--- src/hw/rtl/bmb_pkg.sv ---
// package for the burau matrix bind block: opcodes, states and the cell control bundle
// used by bmb_cell, bmb_ctrl and burau_matrix_bind; depends on nothing
`default_nettype none
package bmb_pkg;

  typedef enum logic [1:0] {
    OP_WR_ACC = 2'd0,
    OP_WR_OPD = 2'd1,
    OP_MUL    = 2'd2,
    OP_RD_ACC = 2'd3
  } bmb_op_t;

  typedef enum logic [3:0] {
    ST_IDLE,
    ST_RESP,
    ST_RD,
    ST_CLR,
    ST_LOAD,
    ST_PRE,
    ST_RUN,
    ST_DRAIN,
    ST_NEXT,
    ST_COPY
  } bmb_state_t;

  // control bundle broadcast from the sequencer to every cell
  typedef struct packed {
    logic       wr_a;
    logic       wr_b;
    logic       rd_en;
    logic [1:0] entry;
    logic       load_w;
    logic       src_p;
    logic [1:0] a_entry;
    logic       rot_w_dn;
    logic       rot_w_up;
    logic       rot_b;
    logic [1:0] b_entry;
    logic       mk_pass;
    logic       acc_en;
    logic [1:0] t_entry;
    logic       clr_t;
    logic       copy_tp;
    logic       copy_ta;
  } bmb_cell_ctl_t;

endpackage
`default_nettype wire

--- src/hw/rtl/bmb_cell.sv ---
// one coefficient position of the matrix chain: accumulator, operand, scratch and sum
// for all four entries, plus the working ring, the multiplier and the readout link; uses bmb_pkg
`default_nettype none
module bmb_cell
  import bmb_pkg::*;
#(
  parameter int COEFF_COUNT   = 41,
  parameter int ZERO_POSITION = 20,
  parameter int COEFF_BITS    = 32,
  parameter int POS           = 0,
  parameter int CW            = 6
) (
  input  wire logic                  clk,
  input  wire logic                  rst_n,
  input  wire bmb_cell_ctl_t         ctl,
  input  wire logic [5:0]            idx,
  input  wire logic [COEFF_BITS-1:0] wdata,
  input  wire logic [CW-1:0]         step,
  input  wire logic [COEFF_BITS-1:0] head,
  input  wire logic [COEFF_BITS-1:0] w_lo,
  input  wire logic [COEFF_BITS-1:0] w_hi,
  output logic      [COEFF_BITS-1:0] w_out,
  input  wire logic [COEFF_BITS-1:0] b_in,
  output logic      [COEFF_BITS-1:0] b_out,
  input  wire logic [COEFF_BITS-1:0] rd_in,
  output logic      [COEFF_BITS-1:0] rd_out
);

  logic [COEFF_BITS-1:0] a_r    [4];
  logic [COEFF_BITS-1:0] b_r    [4];
  logic [COEFF_BITS-1:0] p_r    [4];
  logic [COEFF_BITS-1:0] t_r    [4];
  logic [COEFF_BITS-1:0] w_r;
  logic [COEFF_BITS-1:0] prod_r;
  logic [COEFF_BITS-1:0] rd_r;
  logic [COEFF_BITS-1:0] mul_lo;
  logic                  hit;
  logic                  term_ok;

  assign hit = (int'(idx) == POS);

  // term a[POS + ZERO_POSITION - step] lies inside the window
  assign term_ok = (int'(step) <= POS + ZERO_POSITION) &&
                   (int'(step) >= POS + ZERO_POSITION - COEFF_COUNT + 1);

  assign mul_lo = w_r * head;
  assign w_out  = w_r;
  assign b_out  = b_r[ctl.b_entry];
  assign rd_out = rd_r;

  // accumulator: reset to identity, written by beats or by the final copy
  always_ff @(posedge clk) begin
    if (!rst_n) begin
      for (int e = 0; e < 4; e++) begin
        a_r[e] <= ((e == 0 || e == 3) && POS == ZERO_POSITION) ?
                  COEFF_BITS'(1) : '0;
      end
    end else if (ctl.wr_a && hit) begin
      a_r[ctl.entry] <= wdata;
    end else if (ctl.copy_ta) begin
      for (int e = 0; e < 4; e++) begin
        a_r[e] <= t_r[e];
      end
    end
  end

  // operand: reset to zero, selected entry rotates through the ring
  always_ff @(posedge clk) begin
    if (!rst_n) begin
      for (int e = 0; e < 4; e++) begin
        b_r[e] <= '0;
      end
    end else if (ctl.wr_b && hit) begin
      b_r[ctl.entry] <= wdata;
    end else if (ctl.rot_b) begin
      b_r[ctl.b_entry] <= b_in;
    end
  end

  // scratch, sums, working ring and product
  always_ff @(posedge clk) begin
    if (ctl.copy_tp) begin
      for (int e = 0; e < 4; e++) begin
        p_r[e] <= t_r[e];
      end
    end
    if (ctl.clr_t) begin
      for (int e = 0; e < 4; e++) begin
        t_r[e] <= '0;
      end
    end else if (ctl.acc_en) begin
      t_r[ctl.t_entry] <= t_r[ctl.t_entry] + prod_r;
    end
    if (ctl.load_w) begin
      w_r <= ctl.src_p ? p_r[ctl.a_entry] : a_r[ctl.a_entry];
    end else if (ctl.rot_w_dn) begin
      w_r <= w_hi;
    end else if (ctl.rot_w_up) begin
      w_r <= w_lo;
    end
    prod_r <= term_ok ? mul_lo : '0;
  end

  // readout link: or in own coefficient when the position matches
  always_ff @(posedge clk) begin
    if (ctl.rd_en) begin
      rd_r <= rd_in | (hit ? a_r[ctl.entry] : '0);
    end
  end

endmodule
`default_nettype wire

--- config.mk ---
export PLATFORM = sky130hd
export DESIGN_NAME = bmb_cell
export DESIGN_NICKNAME = d
export VERILOG_FILES = /design/src/hw/rtl/bmb_pkg.sv /design/src/hw/rtl/bmb_cell.sv
export SDC_FILE = /design/constraint.sdc
export NUM_CORES = 2
export LEC_CHECK = 0
export ABC_CLOCK_PERIOD_IN_PS = 6900
export BUFFER_PORTS_ARGS = -buffer_cell sky130_fd_sc_hd__buf_2
export CORE_MARGIN = 1
export CORE_UTILIZATION = 47
export CTS_BUF_LIST = sky130_fd_sc_hd__clkbuf_4
export DETAILED_ROUTE_END_ITERATION = 12
export MAX_ROUTING_LAYER = met4
export PLACE_DENSITY = 0.67
export REMOVE_ABC_BUFFERS = 1
export SYNTH_ARGS = -nofsm -noshare
export SYNTH_HDL_FRONTEND = slang
export SYNTH_SLANG_ARGS = --single-unit
export TNS_END_PERCENT = 5
--- constraint.sdc ---
create_clock -name clk -period 6.9 [get_ports clk]
set_input_delay 0.69 -clock clk [delete_from_list [all_inputs] [get_ports clk]]
set_output_delay 0.69 -clock clk [all_outputs]
set_load 0.02 [all_outputs]
* Yosys cells after proc, flatten, opt, wreduce, memory -nomap -nowiden
Memory sizes are Yosys's and may differ from the RTL's. Cells that the tools add are included.
Cells by class: multipliers 1, reductions and logical operators 8, shift operators 0, mux-type cells 43, bitwise logic cells 5, $lt $le $gt $ge 1, divide/modulo/power cells 0, add/sub/neg operators 1, equal/unequal tests 0
Operator list (number):
- $mux W32 | 13
- $reduce_or A32 Y1 | 4
- $add A32 B32 Y32 | 1
- $mul A32 B32 Y32 | 1
- $or A32 B32 Y32 | 1
- $mux W1 | 26
- $mux W2 | 4
- $le A6 B5 Y1 const B | 1
- $logic_not A6 Y1 | 1
- $or A1 B1 Y1 | 4
- $reduce_bool A3 Y1 | 1
- $logic_and A1 B1 Y1 | 2
Storage, ports and cells: bits of input ports 227, memories kept 4, word-level logic and storage cells 66, memory bits (writable) 512, register bits after elaboration 96, bits in latches 0, output and inout port bits 96, ROM bits 0
Memories:
- a_r | words 4, bits a word 32, read ports 2, clocked after memory_dff 0, wr ports 4, line bmb_cell.sv:29 | logic [COEFF_BITS-1:0] a_r [4];
- b_r | words 4, bits a word 32, read ports 1, clocked after memory_dff 0, wr ports 4, line bmb_cell.sv:30 | logic [COEFF_BITS-1:0] b_r [4];
- p_r | words 4, bits a word 32, read ports 1, clocked after memory_dff 0, wr ports 4, line bmb_cell.sv:31 | logic [COEFF_BITS-1:0] p_r [4];
- t_r | words 4, bits a word 32, read ports 5, clocked after memory_dff 0, wr ports 4, line bmb_cell.sv:32 | logic [COEFF_BITS-1:0] t_r [4];

* Logic depth before layout (Yosys ltp)
depth in word-level cells 8, gate-level depth with buffers 27, gate-level depth less buffers 25

* Least setup slack after synthesis
OpenSTA, ideal clock, no wires.
kind input to register, start point input port head[2], end point register prod_r[31], setup slack -236 ps, arrival time 7066 ps, cell stages on the path 22, path buffers 2, data required time 6829 ps, library setup time 71 ps, cell sequence clkbuf_1 clkbuf_1 nand2_1 fa_1 fa_1 fa_1 fa_1 inv_1 fa_1 inv_1 fa_1 fa_1 fa_1 inv_1 ha_1 nand4_1 or2_2 o32a_1 nand3_1 a21oi_1 or3b_2 a21oi_1
Between the ends: cells in the longest elaborated chain, start to end 1
Ends and longest elaborated chain:
- start: declaration | line bmb_cell.sv:19 | input wire logic [COEFF_BITS-1:0] head,
- $mul A32 B32 Y32 | line bmb_cell.sv:46 | assign mul_lo = w_r * head;
- end signal: assignment | line bmb_cell.sv:101 | prod_r <= term_ok ? mul_lo : '0;
- end: declaration | line bmb_cell.sv:34 | logic [COEFF_BITS-1:0] prod_r;
No other way between the ends. A chain may end at the register's enable or synchronous reset.

* Final worst setup path
start point register w_r[14], in the netlist w_out[14], end point register prod_r[31]
Between the ends: cells in the longest elaborated chain, start to end 1
Ends and longest elaborated chain:
- start: declaration | line bmb_cell.sv:33 | logic [COEFF_BITS-1:0] w_r;
- start signal: assignment | line bmb_cell.sv:95 | w_r <= ctl.src_p ? p_r[ctl.a_entry] : a_r[ctl.a_entry];
- start signal: assignment | line bmb_cell.sv:97 | w_r <= w_hi;
- start signal: assignment | line bmb_cell.sv:99 | w_r <= w_lo;
- $mul A32 B32 Y32 | line bmb_cell.sv:46
No other way between the ends.

==> impl_metrics.ini <==
[status]
status = finished, final reports clean

[synth]
yosys_warnings = 0
ys_top_cells_by_area = edfxtp_1 40%, fa_1 19%, mux4_2 8.3%
netlist.area_leader.share_pct = 39.92
synth_cells = 3527
synth.distinct_cells = 64
syn-mean-instance-area_um2 = 12.28
synth.most_common_cell = edfxtp_1
synth-seq-area-share_pct = 41.40
synth_seq_cells = 608
netlist_area_mm2 = 0.04332
postSynth.asyncResetShare_pct = 0
synthTopCellsByCount = 576 x edfxtp_1, 438 x inv_1, 409 x fa_1
synth_edf_count = 576
synth_top_area_cell = edfxtp_1
synth-main-ff-cell = edfxtp_1

[floorplan]
io_pins = 323
dieArea_mm2 = 0.09340
die_w_um = 305.6
start_util_pct = 47.77
placementRows = 110
die_y_um = 305.6
fp.coreArea_mm2 = 0.09070

[cts]
numCtsBuffers = 163
htree_levels = 4
clkLatencyLatePin_ns = 1.05
cts_tree = done
cts.sinks = 608
cts-root-buf = clkbuf_4
cts.clk_slew.worst_paths_ns = 0.06
cts_max_path_buffers = 3

[critical_path]
crit_start = w_out[14]$_DFFE_PP_
critPathLaunchType = flip-flop
cp.required_ns = 7.81
r2r-start = w_out[14]$_DFFE_PP_
ff2ff_setup_slack_ns = 0.06
crit_path_end = prod_r[31]$_SDFF_PN0_
crit_type = flip-flop to flip-flop
end_kind = flip-flop
r2r_cells = 20
cp_max_fo = 3
regToRegEndpoint = prod_r[31]$_SDFF_PN0_
arrival_ns = 7.75

[layout]
drive_gt1_share_pct = 24.69
area_growth_pct = 17.82
final_cells = 5453
fin_nets = 4925
nFillCells = 7663

[placed_design]
dp_hpwl_um = 90040
portBuffers = 321
place_congestion = 0.9216
place_inst = 5023

[route]
dr_total_vias = 30620
drc = 0
drt_wl_total_um = 128000
first_iter_violations = 2700
drt-vias-per-instance = 5.614
drtPass1Iterations = 5
ant_nets = 0
wl_per_cell_um = 23.47

[sta]
drv_slew = 0
rsz0062_at_grt = yes
setup_viol_count_final = 0
fmax_mhz = 146.2
hold_viol_final = 0
clock-skew-final_ns = 0.09316
period_share_pct = 99.11
maxSlewHeadroom_pct = 28.56
period_needed_ns = 6.839
tightest_slew_ns = 1.072

[global_route]
grt-ovfl-total = 0
grt_usage_pct = 28.63
grt_util_met2_pct = 46.46
grt_max_degree = 77
grt_pass1_wl_um = 192100
use_met3_pct = 4.791
top_usage_layer = met2
antenna_found_initial = 11
grt_pass1_vias = 31950
use_met1_pct = 36.60

[job]
cap_violations = 0

[worst_hold_path]
hold_path.class = input pin to flip-flop
[worst max-delay path, cell delays in order (launching register included)]
cell      delay (ns)
edfxtp_1        0.46
buf_4           0.19
and2_4          0.14
fa_1            0.51
fa_1            0.42
fa_1            0.52
inv_2           0.05
fa_1            0.54
inv_2           0.04
fa_1            0.55
fa_1            0.44
fa_1            0.51
fa_1            0.54
ha_4            0.29
nand4_1         0.14
or2_4           0.26
o32a_1          0.41
nand3_2         0.11
a21oi_1         0.09
or3b_4          0.39
a21oi_2         0.14
[area by class of cell]
| type | instances | area (um2) | share of cell area, % |
|---|---|---|---|
| flip-flops and latches | 608 | 17940 | 35.14 |
| inverters | 438 | 1644 | 3.221 |
| diodes | 12 | 30.03 | 0.05883 |
| clock buffers | 230 | 1727 | 3.383 |
| clock inverters | 65 | 439.2 | 0.8603 |
| repair buffers | 654 | 4553 | 8.920 |
| multi-input cells | 2270 | 23240 | 45.54 |
| well taps | 1176 | 1471 | 2.882 |
[stage by stage]
stage | instance area (um2) | setup TNS, ns | utilization, % | setup WS (ns) | hold slack [ns]
3_5_place_dp | 47370 | -2.835 | 52.23 | -0.3969 | 0.4616
2_1_floorplan | 42520 | 0 | - | 0.1258 | 0.4447
4_1_cts | 50630 | -0.03973 | 55.82 | -0.03973 | 0.001396
5_1_grt | 51040 | -0.8695 | 56.28 | -0.1608 | 0.07598
3_3_place_gp | 47370 | -2.808 | 52.23 | -0.4483 | 0.4640
6_report | 51050 | 0 | 56.28 | 0.06141 | 0.1221
[logic make-up (layout without fill, tap and decap cells)]
kind of cell    count (synthesis)  after routing  share of synthesized area (%)
flops                         608            608                          41.40
compound gates                441            441                          7.471
fa+ha+maj                     563            563                          23.35
xor+xnor                      104            104                          2.134
other cells                     0             12                              0
simple gates                  970            970                          10.94
mux                           192            192                          9.057
buf+inv                       649           1387                          5.652
[worst min path at each step]
stage	startpoint	endpoint	slack (ns)	cells after the start
after global routing	wdata[12]	a_r[2][12]$_DFFE_PP_	0.08	2
after CTS	w_hi[0]	w_out[0]$_DFFE_PP_	0.001	3
final	w_hi[23]	w_out[23]$_DFFE_PP_	0.12	3
after detailed placement	t_r[2][15]$_SDFFCE_PN0P_	p_r[2][15]$_DFFE_PP_	0.46	0
after global placement	t_r[3][17]$_DFFE_PP_	p_r[3][17]$_DFFE_PP_	0.46	0
after floorplan	t_r[2][0]$_SDFFCE_PN0P_	p_r[2][0]$_DFFE_PP_	0.44	0
[flip-flops by register name, indices dropped and copies added, names as in the netlist]
name,flops
a_r,128
prod_r,32
w_out,32
rd_out,32
p_r,128
t_r,128
b_r,128
[cell usage in the layout (no fill, tap or decap), drive strengths merged, types with 40 or more instances in the layout]
master / Yosys / layout
fa: 409 / 409
a21oi: 81 / 81
and2: 297 / 297
dlygate4sd3: 0 / 97
nor2: 248 / 248
a21o: 54 / 54
a22o: 128 / 128
inv: 438 / 442
mux4: 160 / 160
clkbuf: 180 / 232
ha: 154 / 154
a211oi: 40 / 40
nand2: 286 / 286
buf: 31 / 555
clkinv: 0 / 52
xnor2: 67 / 67
edfxtp: 576 / 576
[per-layer routing]
metal  routed length, um  vias to the layer above
met3               10350                      242
li1                    -                    13470
met5                   0                        -
met2               62450                     1395
met4                4111                        0
met1               51100                    15510
[what timing repair did]
item                       4_1_cts  5_1_grt
pin swaps                       13       53
setup endpoints to repair        8       14
resized for setup               19       60
gates cloned                     0        1
hold endpoints to repair       223        0
buffers inserted                 6       20
hold buffers                    97        0
Power is left out: the tool's default activity adds up to more than one toggle a clock period on the data nets, which glitch-free logic cannot reach.
