--- src/hw/rtl/bmb_pkg.sv ---
// package for the burau matrix bind block: opcodes, states and the cell control bundle
// used by bmb_cell, bmb_ctrl and burau_matrix_bind; depends on nothing
`default_nettype none
package bmb_pkg;

  typedef enum logic [1:0] {
    OP_WR_ACC = 2'd0,
    OP_WR_OPD = 2'd1,
    OP_MUL    = 2'd2,
    OP_RD_ACC = 2'd3
  } bmb_op_t;

  typedef enum logic [3:0] {
    ST_IDLE,
    ST_RESP,
    ST_RD,
    ST_CLR,
    ST_LOAD,
    ST_PRE,
    ST_RUN,
    ST_DRAIN,
    ST_NEXT,
    ST_COPY
  } bmb_state_t;

  // control bundle broadcast from the sequencer to every cell
  typedef struct packed {
    logic       wr_a;
    logic       wr_b;
    logic       rd_en;
    logic [1:0] entry;
    logic       load_w;
    logic       src_p;
    logic [1:0] a_entry;
    logic       rot_w_dn;
    logic       rot_w_up;
    logic       rot_b;
    logic [1:0] b_entry;
    logic       mk_pass;
    logic       acc_en;
    logic [1:0] t_entry;
    logic       clr_t;
    logic       copy_tp;
    logic       copy_ta;
  } bmb_cell_ctl_t;

endpackage
`default_nettype wire

--- src/hw/rtl/bmb_ctrl.sv ---
// sequencer for the matrix chain: beat handshake, readout timing and the convolution loops
// drives the cell control bundle; uses bmb_pkg
`default_nettype none
module bmb_ctrl
  import bmb_pkg::*;
#(
  parameter int COEFF_COUNT   = 41,
  parameter int ZERO_POSITION = 20,
  parameter int CW            = 6
) (
  input  wire logic          clk,
  input  wire logic          rst_n,
  input  wire logic          start,
  input  wire logic [1:0]    in_op,
  input  wire logic [1:0]    in_entry,
  input  wire logic [5:0]    in_coeff_index,
  input  wire logic          marker,
  output logic               busy,
  output logic               out_valid,
  output logic               rd_sel,
  output logic [5:0]         idx,
  output logic [CW-1:0]      step,
  output bmb_cell_ctl_t      ctl
);

  localparam int ZR = ZERO_POSITION % COEFF_COUNT;

  bmb_state_t     state_r, state_nxt;
  logic [CW-1:0]  cnt_r, cnt_nxt;
  logic           pass_r, pass_nxt;
  logic [1:0]     rc_r, rc_nxt;
  logic           k_r, k_nxt;
  logic           rdsel_r, rdsel_nxt;
  logic [1:0]     entry_r, entry_nxt;
  logic [5:0]     idx_r, idx_nxt;
  logic           run_d_r;
  logic           accept;
  bmb_op_t        op;

  assign op     = bmb_op_t'(in_op);
  assign busy   = (state_r != ST_IDLE);
  assign accept = start && !busy;
  assign idx    = busy ? idx_r : in_coeff_index;
  assign step   = cnt_r;
  assign rd_sel = rdsel_r;

  always_ff @(posedge clk) begin
    if (!rst_n) begin
      state_r <= ST_IDLE;
      cnt_r   <= '0;
      pass_r  <= 1'b0;
      rc_r    <= '0;
      k_r     <= 1'b0;
      rdsel_r <= 1'b0;
      run_d_r <= 1'b0;
    end else begin
      state_r <= state_nxt;
      cnt_r   <= cnt_nxt;
      pass_r  <= pass_nxt;
      rc_r    <= rc_nxt;
      k_r     <= k_nxt;
      rdsel_r <= rdsel_nxt;
      run_d_r <= (state_r == ST_RUN);
    end
  end

  always_ff @(posedge clk) begin
    entry_r <= entry_nxt;
    idx_r   <= idx_nxt;
  end

  // next state and cell controls
  always_comb begin
    state_nxt = state_r;
    cnt_nxt   = cnt_r;
    pass_nxt  = pass_r;
    rc_nxt    = rc_r;
    k_nxt     = k_r;
    rdsel_nxt = rdsel_r;
    entry_nxt = entry_r;
    idx_nxt   = idx_r;
    out_valid = 1'b0;

    ctl         = '0;
    ctl.entry   = busy ? entry_r : in_entry;
    ctl.a_entry = {rc_r[1], k_r};
    ctl.b_entry = {k_r, rc_r[0]};
    ctl.t_entry = rc_r;
    ctl.src_p   = pass_r && marker;
    ctl.mk_pass = !pass_r;
    ctl.acc_en  = run_d_r;

    unique case (state_r)
      ST_IDLE: begin
        if (accept) begin
          entry_nxt = in_entry;
          idx_nxt   = in_coeff_index;
          cnt_nxt   = '0;
          rdsel_nxt = 1'b0;
          unique case (op)
            OP_WR_ACC: begin
              ctl.wr_a  = 1'b1;
              state_nxt = ST_RESP;
            end
            OP_WR_OPD: begin
              ctl.wr_b  = 1'b1;
              state_nxt = ST_RESP;
            end
            OP_MUL: begin
              pass_nxt  = !marker;
              rc_nxt    = '0;
              k_nxt     = 1'b0;
              state_nxt = ST_CLR;
            end
            OP_RD_ACC: begin
              rdsel_nxt = 1'b1;
              state_nxt = ST_RD;
            end
          endcase
        end
      end
      ST_RESP: begin
        out_valid = 1'b1;
        state_nxt = ST_IDLE;
      end
      ST_RD: begin
        ctl.rd_en = 1'b1;
        cnt_nxt   = cnt_r + 1'b1;
        if (int'(cnt_r) == COEFF_COUNT - 1) begin
          state_nxt = ST_RESP;
        end
      end
      ST_CLR: begin
        ctl.clr_t = 1'b1;
        state_nxt = ST_LOAD;
      end
      ST_LOAD: begin
        ctl.load_w = 1'b1;
        cnt_nxt    = '0;
        state_nxt  = (ZR == 0) ? ST_RUN : ST_PRE;
      end
      ST_PRE: begin
        ctl.rot_w_dn = 1'b1;
        cnt_nxt      = cnt_r + 1'b1;
        if (int'(cnt_r) == ZR - 1) begin
          cnt_nxt   = '0;
          state_nxt = ST_RUN;
        end
      end
      ST_RUN: begin
        ctl.rot_w_up = 1'b1;
        ctl.rot_b    = !ctl.mk_pass;
        cnt_nxt      = cnt_r + 1'b1;
        if (int'(cnt_r) == COEFF_COUNT - 1) begin
          state_nxt = ST_DRAIN;
        end
      end
      ST_DRAIN: begin
        state_nxt = ST_NEXT;
      end
      ST_NEXT: begin
        priority if (!k_r) begin
          k_nxt     = 1'b1;
          state_nxt = ST_LOAD;
        end else if (rc_r != 2'd3) begin
          k_nxt     = 1'b0;
          rc_nxt    = rc_r + 2'd1;
          state_nxt = ST_LOAD;
        end else begin
          state_nxt = ST_COPY;
        end
      end
      ST_COPY: begin
        ctl.copy_tp = !pass_r;
        ctl.copy_ta = pass_r;
        if (!pass_r) begin
          pass_nxt  = 1'b1;
          rc_nxt    = '0;
          k_nxt     = 1'b0;
          state_nxt = ST_CLR;
        end else begin
          state_nxt = ST_RESP;
        end
      end
      default: state_nxt = ST_IDLE;
    endcase
  end

  a_accept_busy: assert property (@(posedge clk) disable iff (!rst_n)
    (start && !busy) |=> busy)
    else $error("accepted beat did not make the block busy");

  a_resp_idle: assert property (@(posedge clk) disable iff (!rst_n)
    out_valid |=> !busy)
    else $error("block still busy after its result");

  a_single_strobe: assert property (@(posedge clk) disable iff (!rst_n)
    out_valid |=> !out_valid)
    else $error("result strobe held for two cycles");

  a_acc_window: assert property (@(posedge clk) disable iff (!rst_n)
    ctl.acc_en |-> (state_r == ST_RUN || state_r == ST_DRAIN))
    else $error("sum update outside a convolution");

endmodule
`default_nettype wire

--- config.mk ---
export PLATFORM = sky130hd
export DESIGN_NAME = bmb_ctrl
export DESIGN_NICKNAME = d
export VERILOG_FILES = /design/src/hw/rtl/bmb_pkg.sv /design/src/hw/rtl/bmb_ctrl.sv
export SDC_FILE = /design/constraint.sdc
export NUM_CORES = 1
export LEC_CHECK = 0
export BUFFER_PORTS_ARGS = -buffer_cell sky130_fd_sc_hd__buf_2
export CAP_MARGIN = 25
export CORE_MARGIN = 2
export CORE_UTILIZATION = 35
export DETAILED_ROUTE_END_ITERATION = 7
export PLACE_DENSITY = 0.73
export SKIP_CTS_REPAIR_TIMING = 1
export SYNTH_ARGS = -nofsm -noshare
export SYNTH_HDL_FRONTEND = slang
export SYNTH_SLANG_ARGS = --single-unit
export TNS_END_PERCENT = 1
--- constraint.sdc ---
create_clock -name clk -period 1.6 [get_ports clk]
set_clock_uncertainty 0.15 [all_clocks]
set_input_delay 0.32 -clock clk [delete_from_list [all_inputs] [get_ports clk]]
set_output_delay 0.32 -clock clk [all_outputs]
set_load 0.005 [all_outputs]
# Yosys cells after proc, flatten, opt, wreduce, memory -nomap -nowiden
# Index checks and enable logic that the tools add are counted.
dict set report word_totals {
  register_bits 24
  output_inout_bits 36
}
dict set report op_classes {
  addsub 2
  eq_ne 23
  mux 41
  n_reduce_logical 19
}
# operator count
set op_table {}
lappend op_table {{4-bit one-hot mux with 9 select lines} 1}
lappend op_table {{4-bit two-way mux} 6}
lappend op_table {{6-bit one-hot mux with 4 select lines} 1}
lappend op_table {{2-bit two-way mux} 11}
lappend op_table {{6-bit two-way mux} 3}
lappend op_table {{4-bit by 3-bit == test with 1-bit output (second input constant)} 4}
lappend op_table {{1-bit two-way mux} 15}
lappend op_table {{2-bit != test (second input constant)} 7}
lappend op_table {{6-bit == test (second input constant)} 2}
lappend op_table {{4-bit one-hot mux with 3 select lines} 1}
lappend op_table {{4-bit by 2-bit == test with 1-bit output (second input constant)} 2}
lappend op_table {{4-bit == test (second input constant)} 2}
lappend op_table {{4-bit AND reduction} 2}
lappend op_table {{4-bit nonzero test} 2}
lappend op_table {{6-bit by 1-bit adder with 6-bit output (second input constant)} 1}
lappend op_table {{2-bit one-hot mux with 3 select lines} 1}
lappend op_table {{6-bit AND reduction} 1}
lappend op_table {{2-bit == test (second input constant)} 2}
lappend op_table {{4-bit by 1-bit == test with 1-bit output (second input constant)} 1}
lappend op_table {{4-bit logical NOT} 1}
lappend op_table {{2-bit by 1-bit != test with 1-bit output (second input constant)} 2}
lappend op_table {{2-bit AND reduction} 2}
lappend op_table {{2-bit OR reduction} 2}
lappend op_table {{1-bit logical NOT} 3}
lappend op_table {{other kinds (9)} 10}

# Depth between registers and ports, before layout
dict set report depth {
  depth_word 5
  mapped_depth 6
  depth_no_buf 5
}

# Least setup slack after synthesis
# Ideal clock, no wire load.
dict set report synth_timing {
  path_kind {flip-flop to output port}
  startpoint {register state_r[2]}
  endpoint {output port ctl[16] (netlist name)}
  arrival_time_ns 1.262
  required_time_ns 1.130
  slack_ns -0.132
  stages_incl_launch_ff 5
  path_buffers 2
  path_cell_list {dfxtp_1 buf_4 nor4_4 buf_2 mux2_2}
}
# item line
set synth_rtl {}
lappend synth_rtl {{start, declared} bmb_ctrl.sv:28} ;# bmb_state_t state_r, state_nxt;
lappend synth_rtl {{start signal, assigned} bmb_ctrl.sv:57} ;# state_r <= state_nxt;
lappend synth_rtl {{end, declared} bmb_ctrl.sv:23} ;# output bmb_cell_ctl_t ctl

# Worst setup path in the final report
dict set report layout_timing {
  startpoint {register state_r[2]}
  endpoint {output port idx[2]}
}
dict set report layout_between {
  elab_chain_cells 2
}
# item line
set layout_rtl {}
lappend layout_rtl {{4-bit nonzero test} bmb_ctrl.sv:41} ;# assign busy = (state_r != ST_IDLE);
lappend layout_rtl {{6-bit two-way mux} bmb_ctrl.sv:43} ;# assign idx = busy ? idx_r : in_coeff_index;
lappend layout_rtl {{end, declared} bmb_ctrl.sv:21} ;# output logic [5:0] idx,
# No other way between the ends.

==> flow_summary.toml <==
[worst_setup_path]
cp_slowest_cell = "dfxtp_4"
crit_path_start_kind = "register"
critPathMaxStageDelay_ps = 370
cp.required_ps = 1130
cp_top_family = "buffers and inverters"
worstSetupPathType = "reg2out"
cp-end-kind = "output port"
critPathMaxFanout = 6
path_buf_inv = 3
crit_chain = "nor4_4 > buf_4 > buf_12 > mux2_4 > buf_6"
cp.arrival_ps = 1640

[global_routing]
grt_pass1_vias = 1068
grt_pass1_wl_um = 4870
grt_use_total = 0.139
overflow = 0
antenna_found_initial = 0
grt_max_degree = 24

[synth]
post-synth-top-count-cell = "dfxtp_1"
yosysTopAreaCellShare = 0.225
synth_edf_count = 8
netlist_top_cells_area = "dfxtp_1 22%, edfxtp_1 17%, mux2_2 6.3%"
syn_area_um2 = 1420
ys_ff_latch = 24
yosys.area_share.simple = 0.236
synth_seq_area_share = 0.394
synth_compound_area_frac = 0.157
yosysWarningCount = 0
syn_inst = 152
muxShareOfSynthArea = 0.0782
async_flop_share = 0
yosys.area_share.adder = 0.0264
ys_top_cells_by_count = "16 x dfxtp_1, 15 x nor2_1, 10 x nand2_1"
yosysTopAreaCell = "dfxtp_1"
ys.flop_type = "dfxtp_1"
synth.distinct_cells = 43
synthXorXnorAreaFrac = 0.0308
syn_avg_cell_area_um2 = 9.37
synth_top_family_by_area = "simple AND/OR/NAND/NOR gates"
synth_fp_nets = 169

[power]
power_mw = 3.32
leakagePower_nw = 0.872
p_sw_mw = 1.20
p_int_mw = 2.13
pwr-share-comb = 0.625
p_seq_frac = 0.264
p_per_area_nw_per_um2 = 1660
vdd_drop_max_mv = 0.835
p_clk_frac = 0.110
switching_share = 0.360

[floorplan]
core_um2 = 3970
die_w_um = 67.8
die_h_um = 67.8
die_area_um2 = 4590
ios = 50
rows = 23
start_util = 0.359

[placed_design]
gp_congestion = 0.729
post-dp-hpwl_um = 2490
dpl.cell_count = 247
io_buffers = 49

[final_layout]
drive_gt1_frac = 0.468
area_delta_synth_final_pct = 40.2
fillCellCount = 364
diodes = 0
fin_cells = 253
finish.net_count = 221

[clock_network]
cts-root-buf = "clkbuf_8"
cts_buffer_depth = 2
clk_pin_slew_ps = 90
numCtsBuffers = 3
cts_sinks = 24
h-tree-depth = 1
cts_tree = "yes"
clk_latency_ps = 270

[timing]
slew_viol_final = 0
setup_ws_ps = -512
hold_viol = 0
worst_slew_pin_slew_ps = 327
period_share = 1.32
layout_min_cycle_time_ps = 2110
setup_viol = 34
clock.fmax_mhz = 473
slew_headroom = 0.781
rsz0062_at_grt = "true"

[job]
drv_cap = 0

[drt]
drc = 0
drt-initial-drc-count = 65
firstDrtPassIters = 4
routedWlPerCell_um = 13.9
totalWireLength_um = 3520
vias = 1313
ant_nets = 0
viasPerCell = 5.19

[worst_hold_path]
worstHoldPathType = "in2reg"

[run_status]
status = "finished, violations left"
violations = "negative setup slack"
-- path summary, 6_finish.rpt --
kind | from | to | slack [ps] | cells past startpoint
min reg2reg | rd_sel$_SDFFE_PN0P_ | rd_sel$_SDFFE_PN0P_ | 320 | 2
min | in_entry[0] | entry_r[0]$_DFFE_PP_ | 90 | 1
max | state_r[2]$_SDFFE_PN0P_ | idx[2] | -510 | 5
max reg2reg | state_r[2]$_SDFFE_PN0P_ | rc_r[1]$_SDFFE_PN0P_ | -270 | 6
-- cell families (layout without fill, tap and decap cells) --
logic type | Yosys count | in the layout
fa+ha+maj | 3 | 3
flops | 24 | 24
mux | 10 | 10
simple gates | 60 | 60
buf+inv | 21 | 72
xor+xnor | 5 | 5
compound gates | 29 | 29
-- worst reg2reg max path: cells and delay by family (launching register included) --
| family | cells | cell delay (ps) |
|---|---|---|
| DFF | 1 | 370 |
| and+or+nand+nor | 2 | 430 |
| AOI/OAI and AO/OA | 2 | 480 |
| buffers and inverters | 2 | 330 |
-- power groups by stage --
stage	clock (mW)	combinational, mW	sequential (mW)
2_1_floorplan	0	1.08	0.841
3_3_place_gp	0	1.52	0.861
3_5_place_dp	0	1.54	0.863
4_1_cts	0.382	1.55	0.851
5_1_grt	0.394	2.23	0.890
6_report	0.366	2.08	0.878
-- cells in the final DEF (no fill, tap or decap), types with 7 or more instances in the layout --
cell / netlist / routed
nand2b_1: 8 / 7
buf_2: 7 / 41
nor2_1: 15 / 14
buf_6: 0 / 8
nand2_1: 10 / 9
mux2_4: 0 / 8
dfxtp_1: 16 / 10
buf_4: 6 / 7
edfxtp_1: 8 / 8
-- flip-flops by register name, indices dropped and copies added (netlist names) --
signal and flops:
run_d_r 1, rc_r 2, idx_r 6, pass_r 1
state_r 4, entry_r 2, step 6, rd_sel 1
k_r 1
-- cell type report --
type / count / area (um^2) / share of cell area
sequential: 24 / 571 / 0.286
tap: 50 / 62.6 / 0.0313
clock buffer: 4 / 45.0 / 0.0226
multi-input combinational: 107 / 841 / 0.421
timing repair buffer: 61 / 448 / 0.224
inverter: 7 / 30.0 / 0.0150
-- metrics by stage --
stage          utilization  instance area (um^2)  TNS [ps]  hold WS, ps  setup slack, ps
2_1_floorplan            -                  1460      -978          269            -62.7
3_3_place_gp         0.445                  1770     -2090          302             -130
3_5_place_dp         0.445                  1770     -3240          306             -175
4_1_cts              0.456                  1810     -8720         80.5             -461
5_1_grt              0.503                  2000     -9720         81.9             -538
6_report             0.503                  2000     -7620         85.9             -512
-- routing by layer --
metal,GRT usage,share of wire,up-vias,routed length [um]
met3,0.0467,0.055,4,195
li1,-,-,647,-
met4,0.0300,0.0085,0,30
met1,0.183,0.44,630,1560
met2,0.222,0.49,32,1730
met5,0,0,-,0
(Power assumes the default switching activity.)
